## src/rtl/sspq_ram.sv

```systemverilog
// ---------------------------------------------------------------------------
// sspq_ram
// Generic single-write, single-read memory with registered read data.
// ---------------------------------------------------------------------------
module sspq_ram #(
    parameter int WIDTH = 8,
    parameter int DEPTH = 16
) (
    input  logic                                       clk,
    input  logic                                       we,
    input  logic [((DEPTH > 1) ? $clog2(DEPTH) : 1)-1:0] waddr,
    input  logic [WIDTH-1:0]                           wdata,
    input  logic [((DEPTH > 1) ? $clog2(DEPTH) : 1)-1:0] raddr,
    output logic [WIDTH-1:0]                           rdata
);

    logic [WIDTH-1:0] mem [DEPTH];

    always_ff @(posedge clk)
    begin
        if (we)
        begin
            mem[waddr] <= wdata;
        end
        rdata <= mem[raddr];
    end

endmodule

```

## config.mk

```make
export PLATFORM = sky130hd
export DESIGN_NAME = sspq_ram
export DESIGN_NICKNAME = d
export VERILOG_FILES = /design/src/rtl/sspq_ram.sv
export SDC_FILE = /design/constraint.sdc
export NUM_CORES = 1
export LEC_CHECK = 0
export BUFFER_PORTS_ARGS = -buffer_cell sky130_fd_sc_hd__buf_2
export CAP_MARGIN = 5
export CORE_ASPECT_RATIO = 1.25
export CORE_MARGIN = 3
export CORE_UTILIZATION = 63
export CTS_BUF_LIST = sky130_fd_sc_hd__clkbuf_2
export CTS_CLUSTER_DIAMETER = 60
export DETAILED_ROUTE_END_ITERATION = 8
export GPL_TIMING_DRIVEN = 0
export HOLD_SLACK_MARGIN = 0.02
export PLACE_DENSITY = 0.78
export SYNTH_ARGS = -nofsm -noshare
export SYNTH_HDL_FRONTEND = slang
export SYNTH_SLANG_ARGS = --single-unit
```

## constraint.sdc

```tcl
create_clock -name clk -period 1.9 [get_ports clk]
set_input_delay 0 -clock clk [delete_from_list [all_inputs] [get_ports clk]]
set_output_delay 0 -clock clk [all_outputs]
set_load 0.02 [all_outputs]
```

# == After elaboration in Yosys (flattened, before gate mapping) ==
# Memory sizes are Yosys's and may differ from the RTL's. A register that Yosys moved wholly into a read port is not among the register bits.
# Cells that the tools add are included.
# op_classes
add_sub_neg,0
n_mul,0
n_div,0
order_cmp,0
eq_ne,0
shifts,0
n_mux,2
n_bitwise,0
reduce_logical,0
# ops
cell,n
1-bit two-way mux,2
# word_totals
register_bits,0
latch_bits,0
ramBits,128
romBits,0
inputBits,18
output_inout_bits,8
elab_cells,3
mem_count,1
# memory_table
memory,depth,width,read_ports,rd_clocked_by_memory_dff,wr,line_no,rtl
mem,16,8,1,1,1,17,logic [WIDTH-1:0] mem [DEPTH];

# == Longest topological paths before layout ==
# Gate-level depths: netlist of run 1.
# logic_depth
depth_word,2
depth_mapped,5
depth_no_buf,3

# == Least setup slack after synthesis of run 1 ==
# OpenSTA, ideal clock, no wires.
# synth_path
path_kind,input port to flip-flop
startpoint,input port waddr[2] (netlist bit)
endpoint,"memory mem[0][0], enable pin"
setup_ns,0.383
arrival_time_ns,1.110
t_required_ns,1.517
slack_ns,0.407
path_stages,2
n_path_buf,0
cell_sequence,or3b_2 nor3_1
# synth_lines
item,line_no,rtl
from (decl),11,"input logic [((DEPTH > 1) ? $clog2(DEPTH) : 1)-1:0] waddr,"
to (decl),17,
# Straight into the memory's write port.

# == Worst setup path after layout of run 1 ==
# layout_path
startpoint,input port waddr[2] (netlist bit)
endpoint,"memory mem[0][4], enable pin"
# Straight into the memory's write port.

==> run_summary.xml, run 1 <==
<?xml version="1.0" encoding="UTF-8"?>
<metrics>
  <group name="setup_path">
    <metric name="endpoint_kind" unit="">flip-flop</metric>
    <metric name="worst_setup_path_startpoint" unit="">waddr[2]</metric>
    <metric name="crit_path_max_fanout" unit="">8</metric>
    <metric name="critPathKind" unit="">input port to flip-flop</metric>
    <metric name="worst_ep_arrival_time" unit="ns">2.14</metric>
    <metric name="critical_path.startpoint_type" unit="">input port</metric>
    <metric name="cp_data_required_time" unit="ns">2.21</metric>
    <metric name="r2r_path_start" unit="">mem[1][1]</metric>
  </group>
  <group name="yosys">
    <metric name="synth.cell_area" unit="um^2">5150</metric>
    <metric name="synth.mux.area_fraction" unit="">0.150</metric>
    <metric name="yosys.cell_types.count" unit="">19</metric>
    <metric name="post_synthesis_share_of_cell_area_spent_on_and_or_nand_and_nor_gates" unit="">0.0318</metric>
    <metric name="post_synth_inst_count" unit="">229</metric>
    <metric name="combinational_family_with_the_most_area_after_synthesis" unit="">multiplexers</metric>
    <metric name="synth-async-reset-ratio" unit="">0</metric>
    <metric name="seq_area_frac_synth" unit="">0.778</metric>
    <metric name="synth-compound-area-share" unit="">0.0233</metric>
    <metric name="synthFlopType" unit="">sky130_fd_sc_hd__edfxtp_1</metric>
    <metric name="yosys.area_share.xor_xnor" unit="">0</metric>
    <metric name="post_synth.cell_area_avg" unit="um^2">22.5</metric>
    <metric name="syn_nets" unit="">247</metric>
    <metric name="post_synth_fa_ha_maj_area_fraction" unit="">0</metric>
    <metric name="synth_enable_flop_cells" unit="">128</metric>
    <metric name="synth_seq_cells" unit="">136</metric>
    <metric name="yosysWarnings" unit="">0</metric>
  </group>
  <group name="detailed_routing">
    <metric name="drt-pass1-iter-count" unit="">4</metric>
    <metric name="detail_route.wl_per_cell" unit="um">23.7</metric>
    <metric name="drt-vias-per-instance" unit="">6.18</metric>
    <metric name="top_layer_used" unit="">met4</metric>
    <metric name="finalWirelength" unit="um">9440</metric>
    <metric name="route.vias.total" unit="">2464</metric>
    <metric name="detailroute.wirelength.met3" unit="um">681</metric>
    <metric name="met2_wirelength" unit="um">4880</metric>
    <metric name="wirelength_met1" unit="um">3640</metric>
    <metric name="first_iter_violations" unit="">204</metric>
    <metric name="detail_route.drc_violations" unit="">0</metric>
    <metric name="antenna_left" unit="">0</metric>
  </group>
  <group name="pwr">
    <metric name="power.clock.fraction" unit="">0.309</metric>
    <metric name="power.leakage" unit="nW">1.95</metric>
    <metric name="share_comb_of_total_power" unit="">0.067</metric>
    <metric name="intPower" unit="mW">4.12</metric>
    <metric name="switching_share" unit="">0.237</metric>
    <metric name="seq_power_share" unit="">0.623</metric>
    <metric name="p_per_area" unit="nW/um^2">929</metric>
    <metric name="max-vdd-ir-drop" unit="V">0.000539</metric>
    <metric name="switching_power" unit="mW">1.28</metric>
  </group>
  <group name="clock_network">
    <metric name="cts.repair.resized" unit="">0</metric>
    <metric name="clk_pin_slew" unit="ns">0.20</metric>
    <metric name="tritoncts.num_buffers" unit="">17</metric>
    <metric name="cts_h_tree_depth" unit="">4</metric>
    <metric name="cts_root_buffer" unit="">sky130_fd_sc_hd__clkbuf_2</metric>
    <metric name="cts_tree" unit="">built</metric>
    <metric name="ctsLongestPathBuffers" unit="">2</metric>
    <metric name="cts_post_setup_buffers_inserted" unit="">0</metric>
    <metric name="clock-sinks" unit="">136</metric>
    <metric name="clock_latency_of_the_later_clocked_register_in_the_worst_skew_pair" unit="ns">0.67</metric>
    <metric name="cts.hold.buffers_added" unit="">18</metric>
  </group>
  <group name="sta">
    <metric name="setup_viol_count_final" unit="">0</metric>
    <metric name="fmax" unit="MHz">548</metric>
    <metric name="finalCritPeriodShare" unit="">0.960</metric>
    <metric name="maxSlewViolCount" unit="">0</metric>
    <metric name="grt_setup_unrepaired" unit="">false</metric>
    <metric name="slew_headroom" unit="">0.175</metric>
    <metric name="layout_setup_ws" unit="ns">0.0753</metric>
    <metric name="hold_violations" unit="">0</metric>
    <metric name="post_route_minimum_period" unit="ns">1.82</metric>
    <metric name="tightest_slew" unit="ns">1.23</metric>
    <metric name="finalClockSkew" unit="ns">0.0163</metric>
  </group>
  <group name="grt">
    <metric name="gr-usage-all-layers" unit="">0.231</metric>
    <metric name="grt_start_max_net_pins" unit="">17</metric>
    <metric name="first_pass_grt_wire_length" unit="um">14600</metric>
    <metric name="first_global_vias" unit="">2534</metric>
    <metric name="global_route.overflow_total" unit="">0</metric>
    <metric name="antenna_found_initial" unit="">0</metric>
  </group>
  <group name="floorplan">
    <metric name="die_height" unit="um">107</metric>
    <metric name="row_count" unit="">36</metric>
    <metric name="width_of_the_die" unit="um">86.9</metric>
    <metric name="start_util" unit="">0.653</metric>
    <metric name="core_region_area" unit="um^2">7880</metric>
    <metric name="fp.dieArea" unit="um^2">9300</metric>
    <metric name="io-pin-count" unit="">26</metric>
  </group>
  <group name="place">
    <metric name="post-dp-hpwl" unit="um">5980</metric>
    <metric name="place.gp.congestion" unit="">0.860</metric>
    <metric name="placement.setup.worst_slack" unit="ns">-0.123</metric>
    <metric name="port-buffer-count" unit="">24</metric>
  </group>
  <group name="layout">
    <metric name="fraction_of_final_layout_cells_with_drive_strength_greater_than_1" unit="">0.280</metric>
    <metric name="areaGrowthSynthToFinish" unit="%">12.9</metric>
    <metric name="design.final.nets" unit="">309</metric>
    <metric name="layout_common_cells" unit="">sky130_fd_sc_hd__edfxtp_1 (128), sky130_fd_sc_hd__buf_2 (27), sky130_fd_sc_hd__clkbuf_2 (19)</metric>
    <metric name="final_common_cell" unit="">sky130_fd_sc_hd__edfxtp_1</metric>
    <metric name="final_core_utilization" unit="">0.737</metric>
    <metric name="filler_cell_count" unit="">447</metric>
    <metric name="num_antenna_cells" unit="">0</metric>
  </group>
  <group name="flow_run">
    <metric name="cap_viol_max_count" unit="">0</metric>
  </group>
  <group name="min_path">
    <metric name="hold_start" unit="">wdata[5]</metric>
    <metric name="hold_path_class" unit="">input port to flip-flop</metric>
  </group>
  <group name="outcome">
    <metric name="status" unit="">complete, no violations</metric>
  </group>
</metrics>
-- cell type report --
type / instances / area [um^2] / share of cell area
buffer: 10 / 86.3 / 0.0149
clock buffer: 18 / 90.1 / 0.0155
clock inverter: 14 / 148 / 0.0254
multi-input combinational: 83 / 1060 / 0.182
sequential: 136 / 4000 / 0.689
tap: 95 / 119 / 0.0205
timing repair buffer: 43 / 305 / 0.0526
-- cells by family after synthesis --
logic type      count (synthesis)
mux                            32
simple gates                   35
flops                         136
compound gates                 16
buf+inv                        10
-- worst paths after layout --
check / to / slack, ns / cells past startpoint
min reg2reg: rdata[2] / 0.69 / 3
max: mem[0][4] / 0.08 / 4
min: mem[0][5] / 0.24 / 2
max reg2reg: rdata[1] / 0.40 / 3
-- cell usage after synthesis, types with 2 or more instances --
cell type,n,area (um^2)
sky130_fd_sc_hd__edfxtp_1,128,3840
sky130_fd_sc_hd__mux4_2,18,405
sky130_fd_sc_hd__a22oi_1,16,120
sky130_fd_sc_hd__mux4_1,14,368
sky130_fd_sc_hd__nor2_1,13,48.8
sky130_fd_sc_hd__nand2_1,9,33.8
sky130_fd_sc_hd__dfxtp_1,8,160
sky130_fd_sc_hd__nor3_1,4,20.0
sky130_fd_sc_hd__buf_2,3,15.0
sky130_fd_sc_hd__buf_6,3,33.8
sky130_fd_sc_hd__clkdlybuf4s25_2,3,30.0
sky130_fd_sc_hd__nand2b_1,2,12.5
sky130_fd_sc_hd__nand3b_1,2,15.0
-- flip-flops by register name, indices dropped and copies added (netlist names) --
register and count:
rdata 8, mem 128
-- routing by layer --
metal,GRT usage,up-vias
li1,-,1101
met1,0.310,1241
met2,0.360,102
met3,0.0576,20
met4,0.105,0
met5,0,-
-- critical path: stages --
cell and delay, ns:
sky130_fd_sc_hd__dlygate4sd3_1 0.53, sky130_fd_sc_hd__buf_2 0.15, sky130_fd_sc_hd__or3b_2 0.51, sky130_fd_sc_hd__nor3_1 0.94
-- power by group through the flow --
stage | combinational (mW) | sequential, mW | clock (mW)
2_1_floorplan | 0.170 | 3.46 | 0
3_3_place_gp | 0.330 | 3.43 | 0
3_5_place_dp | 0.337 | 3.43 | 0
4_1_cts | 0.365 | 3.37 | 1.69
5_1_grt | 0.393 | 3.37 | 1.82
6_report | 0.364 | 3.37 | 1.67
-- stage by stage --
step	instances	power [mW]	TNS [ns]	hold slack, ns	cell area, um^2
6_report	399	5.40	0	0.242	5810
5_1_grt	399	5.58	0	0.178	5810
4_1_cts	398	5.42	0	0.198	5800
3_5_place_dp	348	3.77	-0.979	0.412	5390
3_3_place_gp	348	3.76	-1.21	0.397	5390
2_1_floorplan	229	3.63	0	0.0989	5150
Note: power is estimated with default switching activity, not from simulation.
==> run 2, diff against run 1 <==
- CORE_UTILIZATION: 63 -> 65
- PLACE_DENSITY: 0.78 -> 0.8
- clock period: 1.9 -> 2.2 ns (I/O delays scaled with it)
==> run_summary.xml, run 2 (synthesis results as in run 1) <==
<?xml version="1.0" encoding="UTF-8"?>
<metrics>
  <group name="setup_path">
    <metric name="rr_endpoint" unit="">rdata[0]</metric>
    <metric name="crit_path_cell_trace" unit="">dlygate4sd3_1 &gt; buf_2 &gt; or3b_2 &gt; dlygate4sd3_1 &gt; nor2_1</metric>
    <metric name="critPathKind" unit="">input port to flip-flop</metric>
    <metric name="worst_ep_arrival_time" unit="ns">2.37</metric>
    <metric name="worst_setup_path_endpoint" unit="">mem[3][3]</metric>
    <metric name="crit_path_max_fanout" unit="">8</metric>
    <metric name="endpoint_kind" unit="">flip-flop</metric>
    <metric name="cp_max_delay_cell" unit="">sky130_fd_sc_hd__dlygate4sd3_1</metric>
    <metric name="setup.reg_to_reg.worst_slack" unit="ns">0.19</metric>
    <metric name="longest_individual_stage_delay_on_the_worst_path" unit="ns">0.62</metric>
    <metric name="worstRegToRegCells" unit="">4</metric>
    <metric name="critical_path.startpoint_type" unit="">input port</metric>
    <metric name="worst_path_most_repeated_cell" unit="">sky130_fd_sc_hd__dlygate4sd3_1</metric>
    <metric name="cp_data_required_time" unit="ns">2.50</metric>
    <metric name="r2r_path_start" unit="">mem[0][0]</metric>
    <metric name="worst_setup_path_startpoint" unit="">waddr[2]</metric>
  </group>
  <group name="sta">
    <metric name="fmax" unit="MHz">483</metric>
    <metric name="setup_viol_count_final" unit="">0</metric>
    <metric name="hold_violations" unit="">0</metric>
    <metric name="maxSlewViolCount" unit="">0</metric>
    <metric name="slew_headroom" unit="">0.468</metric>
    <metric name="finalSetupTns" unit="ns">0</metric>
    <metric name="grt_setup_unrepaired" unit="">false</metric>
    <metric name="finalCritPeriodShare" unit="">0.941</metric>
    <metric name="tightest_slew" unit="ns">0.796</metric>
    <metric name="finalClockSkew" unit="ns">0.0167</metric>
    <metric name="post_route_minimum_period" unit="ns">2.07</metric>
  </group>
  <group name="layout">
    <metric name="layout_common_cells" unit="">sky130_fd_sc_hd__edfxtp_1 (128), sky130_fd_sc_hd__buf_2 (30), sky130_fd_sc_hd__dlygate4sd3_1 (21)</metric>
    <metric name="max_flop_register" unit="">mem</metric>
    <metric name="final_cell_area" unit="um^2">5820</metric>
    <metric name="fraction_of_final_layout_cells_with_drive_strength_greater_than_1" unit="">0.275</metric>
    <metric name="num_antenna_cells" unit="">0</metric>
    <metric name="areaGrowthSynthToFinish" unit="%">13.1</metric>
    <metric name="largest_register_ffs" unit="">128</metric>
    <metric name="filler_cell_count" unit="">399</metric>
    <metric name="design.final.nets" unit="">314</metric>
    <metric name="final_common_cell" unit="">sky130_fd_sc_hd__edfxtp_1</metric>
    <metric name="reg.largest.list" unit="">mem: 128 flops, rdata: 8 flops</metric>
  </group>
  <group name="floorplan">
    <metric name="width_of_the_die" unit="um">85.6</metric>
    <metric name="core_region_area" unit="um^2">7530</metric>
    <metric name="die_height" unit="um">105</metric>
    <metric name="fp.dieArea" unit="um^2">9030</metric>
    <metric name="row_count" unit="">35</metric>
    <metric name="io-pin-count" unit="">26</metric>
    <metric name="start_util" unit="">0.683</metric>
  </group>
  <group name="clock_network">
    <metric name="tritoncts.num_buffers" unit="">17</metric>
    <metric name="clock-sinks" unit="">136</metric>
    <metric name="ctsLongestPathBuffers" unit="">2</metric>
    <metric name="clk_pin_slew" unit="ns">0.17</metric>
    <metric name="clock_latency_of_the_later_clocked_register_in_the_worst_skew_pair" unit="ns">0.66</metric>
    <metric name="cts_tree" unit="">built</metric>
    <metric name="cts_post_setup_buffers_inserted" unit="">0</metric>
    <metric name="cts.repair.resized" unit="">0</metric>
    <metric name="cts_h_tree_depth" unit="">4</metric>
    <metric name="cts_root_buffer" unit="">sky130_fd_sc_hd__clkbuf_2</metric>
  </group>
  <group name="pwr">
    <metric name="power.leakage" unit="nW">1.98</metric>
    <metric name="max-vdd-ir-drop" unit="V">0.000663</metric>
    <metric name="p_per_area" unit="nW/um^2">784</metric>
  </group>
  <group name="detailed_routing">
    <metric name="first_iter_violations" unit="">282</metric>
    <metric name="route.vias.total" unit="">2571</metric>
    <metric name="antenna_left" unit="">0</metric>
    <metric name="drt-pass1-iter-count" unit="">5</metric>
    <metric name="detailroute.wirelength.met3" unit="um">804</metric>
    <metric name="detail_route.drc_violations" unit="">0</metric>
    <metric name="drt-vias-per-instance" unit="">6.41</metric>
    <metric name="finalWirelength" unit="um">9860</metric>
    <metric name="detail_route.wl_per_cell" unit="um">24.6</metric>
    <metric name="wirelength_met1" unit="um">3700</metric>
    <metric name="met2_wirelength" unit="um">5120</metric>
    <metric name="top_layer_used" unit="">met4</metric>
  </group>
  <group name="place">
    <metric name="port-buffer-count" unit="">24</metric>
    <metric name="place.gp.congestion" unit="">0.894</metric>
    <metric name="post-dp-hpwl" unit="um">5970</metric>
    <metric name="detailed_place.area" unit="um^2">5380</metric>
  </group>
  <group name="grt">
    <metric name="first_global_vias" unit="">2657</metric>
    <metric name="gr-usage-all-layers" unit="">0.243</metric>
    <metric name="first_pass_grt_wire_length" unit="um">15200</metric>
    <metric name="grt_start_max_net_pins" unit="">17</metric>
    <metric name="antenna_found_initial" unit="">0</metric>
    <metric name="global_route.overflow_total" unit="">0</metric>
  </group>
  <group name="outcome">
    <metric name="status" unit="">complete, no violations</metric>
  </group>
  <group name="flow_run">
    <metric name="cap_viol_max_count" unit="">0</metric>
  </group>
  <group name="min_path">
    <metric name="hold_path_class" unit="">input port to flip-flop</metric>
  </group>
</metrics>
[run 2: worst min path at each step]
stage,startpoint,end,cells past startpoint
2_1_floorplan,wdata[0],mem[0][0],0
3_3_place_gp,wdata[4],mem[2][4],1
3_5_place_dp,wdata[2],mem[0][2],1
4_1_cts,raddr[2],rdata[2],5
5_1_grt,raddr[2],rdata[2],5
6_report,raddr[2],rdata[2],5
[run 2: timing repair]
action | 4_1_cts | 5_1_grt
endpoints found under the hold margin | 256 | 0
setup endpoints to repair | 0 | 0
hold buffers | 21 | 0
[run 2: metrics by stage]
stage	setup WS [ns]	hold slack, ns	cells	power (mW)	util
2_1_floorplan	0.707	0.0989	229	3.13	-
3_3_place_gp	0.165	0.394	345	3.24	0.715
3_5_place_dp	0.152	0.409	345	3.26	0.715
4_1_cts	0.206	0.0699	398	4.57	0.771
5_1_grt	0.0989	0.109	401	4.72	0.773
6_report	0.129	0.132	401	4.56	0.773
[run 2: worst max-delay path: cells and delay by family]
kind | cells | cell delay (ns)
AND/OR/NAND/NOR | 2 | 1.06
buffers and inverters | 3 | 1.31
[run 2: layout make-up]
class	instances	area (um^2)	share of cell area
Sequential cell	136	4000	0.688
Clock inverter	12	111	0.0191
Clock buffer	20	100	0.0172
Buffer	10	86.3	0.0148
Tap cell	92	115	0.0198
Multi-Input combinational cell	83	1060	0.182
Timing Repair Buffer	48	345	0.0593
[run 2: layer usage]
layer / track usage / up-vias
met1: 0.324 / 1277
met3: 0.0743 / 17
li1: - / 1112
met4: 0.0962 / 0
met2: 0.380 / 165
met5: 0 / -
[run 2: power by group]
part	switching (mW)	total, mW	internal, mW
clock network	0.817	1.33	0.511
registers	0.0144	2.91	2.89
logic	0.184	0.324	0.140
==> run 3, diff against run 2 <==
- clock period: 2.2 -> 2.6 ns (I/O delays scaled with it)
==> run_summary.xml, run 3 (synthesis results as in run 1) <==
<?xml version="1.0" encoding="UTF-8"?>
<metrics>
  <group name="clock_network">
    <metric name="cts_h_tree_depth" unit="">4</metric>
    <metric name="clock-sinks" unit="">136</metric>
    <metric name="clk_pin_slew" unit="ns">0.18</metric>
    <metric name="cts_root_buffer" unit="">sky130_fd_sc_hd__clkbuf_2</metric>
    <metric name="ctsLongestPathBuffers" unit="">2</metric>
    <metric name="cts_tree" unit="">built</metric>
    <metric name="clock_latency_of_the_later_clocked_register_in_the_worst_skew_pair" unit="ns">0.63</metric>
    <metric name="cts_post_setup_buffers_inserted" unit="">0</metric>
    <metric name="tritoncts.num_buffers" unit="">17</metric>
  </group>
  <group name="grt">
    <metric name="grtUsageMet1" unit="">0.318</metric>
    <metric name="grt.busiest_layer" unit="">met2</metric>
    <metric name="met2_track_usage_gr" unit="">0.383</metric>
    <metric name="grtUsageMet3" unit="">0.0774</metric>
    <metric name="global_route.overflow_total" unit="">0</metric>
    <metric name="antenna_found_initial" unit="">0</metric>
    <metric name="gr-usage-all-layers" unit="">0.243</metric>
    <metric name="grt_start_max_net_pins" unit="">17</metric>
    <metric name="first_global_vias" unit="">2673</metric>
    <metric name="first_pass_grt_wire_length" unit="um">15200</metric>
  </group>
  <group name="layout">
    <metric name="num_antenna_cells" unit="">0</metric>
    <metric name="fraction_of_final_layout_cells_with_drive_strength_greater_than_1" unit="">0.274</metric>
    <metric name="layout_common_cells" unit="">sky130_fd_sc_hd__edfxtp_1 (128), sky130_fd_sc_hd__buf_2 (30), sky130_fd_sc_hd__dlygate4sd3_1 (22)</metric>
    <metric name="filler_cell_count" unit="">398</metric>
    <metric name="final_common_cell" unit="">sky130_fd_sc_hd__edfxtp_1</metric>
    <metric name="reg.largest.list" unit="">mem: 128 flops, rdata: 8 flops</metric>
    <metric name="largest_register_ffs" unit="">128</metric>
    <metric name="max_flop_register" unit="">mem</metric>
    <metric name="final_core_utilization" unit="">0.774</metric>
    <metric name="areaGrowthSynthToFinish" unit="%">13.2</metric>
    <metric name="design.final.nets" unit="">315</metric>
  </group>
  <group name="floorplan">
    <metric name="row_count" unit="">35</metric>
    <metric name="core_region_area" unit="um^2">7530</metric>
    <metric name="start_util" unit="">0.683</metric>
    <metric name="width_of_the_die" unit="um">85.6</metric>
    <metric name="fp.dieArea" unit="um^2">9030</metric>
    <metric name="die_height" unit="um">105</metric>
    <metric name="io-pin-count" unit="">26</metric>
  </group>
  <group name="sta">
    <metric name="finalSetupTns" unit="ns">0</metric>
    <metric name="fmax" unit="MHz">398</metric>
    <metric name="finalCritPeriodShare" unit="">0.965</metric>
    <metric name="grt_setup_unrepaired" unit="">false</metric>
    <metric name="maxSlewViolCount" unit="">0</metric>
    <metric name="setup_viol_count_final" unit="">0</metric>
    <metric name="slew_headroom" unit="">0.457</metric>
    <metric name="tightest_slew" unit="ns">0.811</metric>
    <metric name="finalClockSkew" unit="ns">0.0132</metric>
    <metric name="post_route_minimum_period" unit="ns">2.51</metric>
    <metric name="hold_violations" unit="">0</metric>
  </group>
  <group name="detailed_routing">
    <metric name="route.vias.total" unit="">2538</metric>
    <metric name="drt-pass1-iter-count" unit="">6</metric>
    <metric name="finalWirelength" unit="um">9730</metric>
    <metric name="first_iter_violations" unit="">302</metric>
    <metric name="detail_route.drc_violations" unit="">0</metric>
    <metric name="detail_route.wl_per_cell" unit="um">24.2</metric>
    <metric name="antenna_left" unit="">0</metric>
    <metric name="drt-vias-per-instance" unit="">6.31</metric>
  </group>
  <group name="setup_path">
    <metric name="crit_path_max_fanout" unit="">1</metric>
    <metric name="worst_setup_path_endpoint" unit="">rdata[0]</metric>
    <metric name="critical_path.startpoint_type" unit="">flip-flop</metric>
    <metric name="worst_setup_path_startpoint" unit="">mem[0][0]</metric>
    <metric name="setup.reg_to_reg.worst_slack" unit="ns">0.09</metric>
    <metric name="r2r_path_start" unit="">mem[0][0]</metric>
    <metric name="rr_endpoint" unit="">rdata[0]</metric>
    <metric name="critPathKind" unit="">flip-flop to flip-flop</metric>
    <metric name="endpoint_kind" unit="">flip-flop</metric>
    <metric name="worst_ep_arrival_time" unit="ns">3.06</metric>
    <metric name="worstRegToRegCells" unit="">5</metric>
    <metric name="cp_data_required_time" unit="ns">3.15</metric>
  </group>
  <group name="min_path">
    <metric name="hold_path_class" unit="">input port to flip-flop</metric>
    <metric name="hold_start" unit="">raddr[2]</metric>
  </group>
  <group name="flow_run">
    <metric name="cap_viol_max_count" unit="">0</metric>
  </group>
  <group name="pwr">
    <metric name="power.leakage" unit="nW">1.98</metric>
    <metric name="p_per_area" unit="nW/um^2">661</metric>
    <metric name="max-vdd-ir-drop" unit="V">0.000561</metric>
  </group>
  <group name="place">
    <metric name="post-dp-hpwl" unit="um">5970</metric>
    <metric name="place.gp.congestion" unit="">0.894</metric>
    <metric name="port-buffer-count" unit="">24</metric>
  </group>
  <group name="outcome">
    <metric name="status" unit="">complete, no violations</metric>
  </group>
</metrics>
==> run 3: repair_timing <==
action,CTS,global route
endpoints found under the hold margin,256,0
resized for setup,0,0
hold buffers,22,0
==> run 3: worst max-delay path: stages, from the launching register on <==
cell                            delay [ns]
sky130_fd_sc_hd__edfxtp_1             0.42
sky130_fd_sc_hd__mux4_1               0.48
sky130_fd_sc_hd__dlygate4sd3_1        0.60
sky130_fd_sc_hd__a22oi_1              0.23
sky130_fd_sc_hd__dlygate4sd3_1        0.62
sky130_fd_sc_hd__nand2_1              0.06
==> run 3: per-stage QoR <==
step	setup slack, ns	hold WS [ns]	total power, mW	area (um^2)	instances
after floorplan	1.11	0.0989	2.65	5150	229
after global placement	0.565	0.394	2.75	5380	345
after detailed placement	0.552	0.409	2.76	5380	345
after CTS	0.127	0.0699	3.87	5810	399
after global routing	0.0471	0.109	3.99	5830	402
final	0.0905	0.137	3.85	5830	402
==> run 3: layer usage <==
metal	routed length (um)	share of wire
met4	258	0.027
met1	3600	0.37
met5	0	0
met3	768	0.079
met2	5110	0.52
==> run 3: cell type report <==
cell class | count | area [um^2] | share of cell area
multi-input combinational | 83 | 1060 | 0.181
tap | 92 | 115 | 0.0197
clock buffer | 20 | 100 | 0.0172
buffer | 10 | 86.3 | 0.0148
timing repair buffer | 49 | 355 | 0.0610
clock inverter | 12 | 111 | 0.0191
sequential | 136 | 4000 | 0.687
==> run 3: worst min path at each step <==
stage / endpoint / slack, ns / depth (start not counted)
6_report: rdata[7] / 0.14 / 5
3_5_place_dp: mem[0][2] / 0.41 / 1
2_1_floorplan: mem[0][0] / 0.1 / 0
4_1_cts: rdata[2] / 0.07 / 5
5_1_grt: rdata[2] / 0.11 / 5
3_3_place_gp: mem[2][4] / 0.39 / 1
==> run 3: report_power, final <==
| group | switching [mW] | internal (mW) |
|---|---|---|
| sequential | 0.0122 | 2.45 |
| clock | 0.688 | 0.433 |
| combinational | 0.154 | 0.120 |
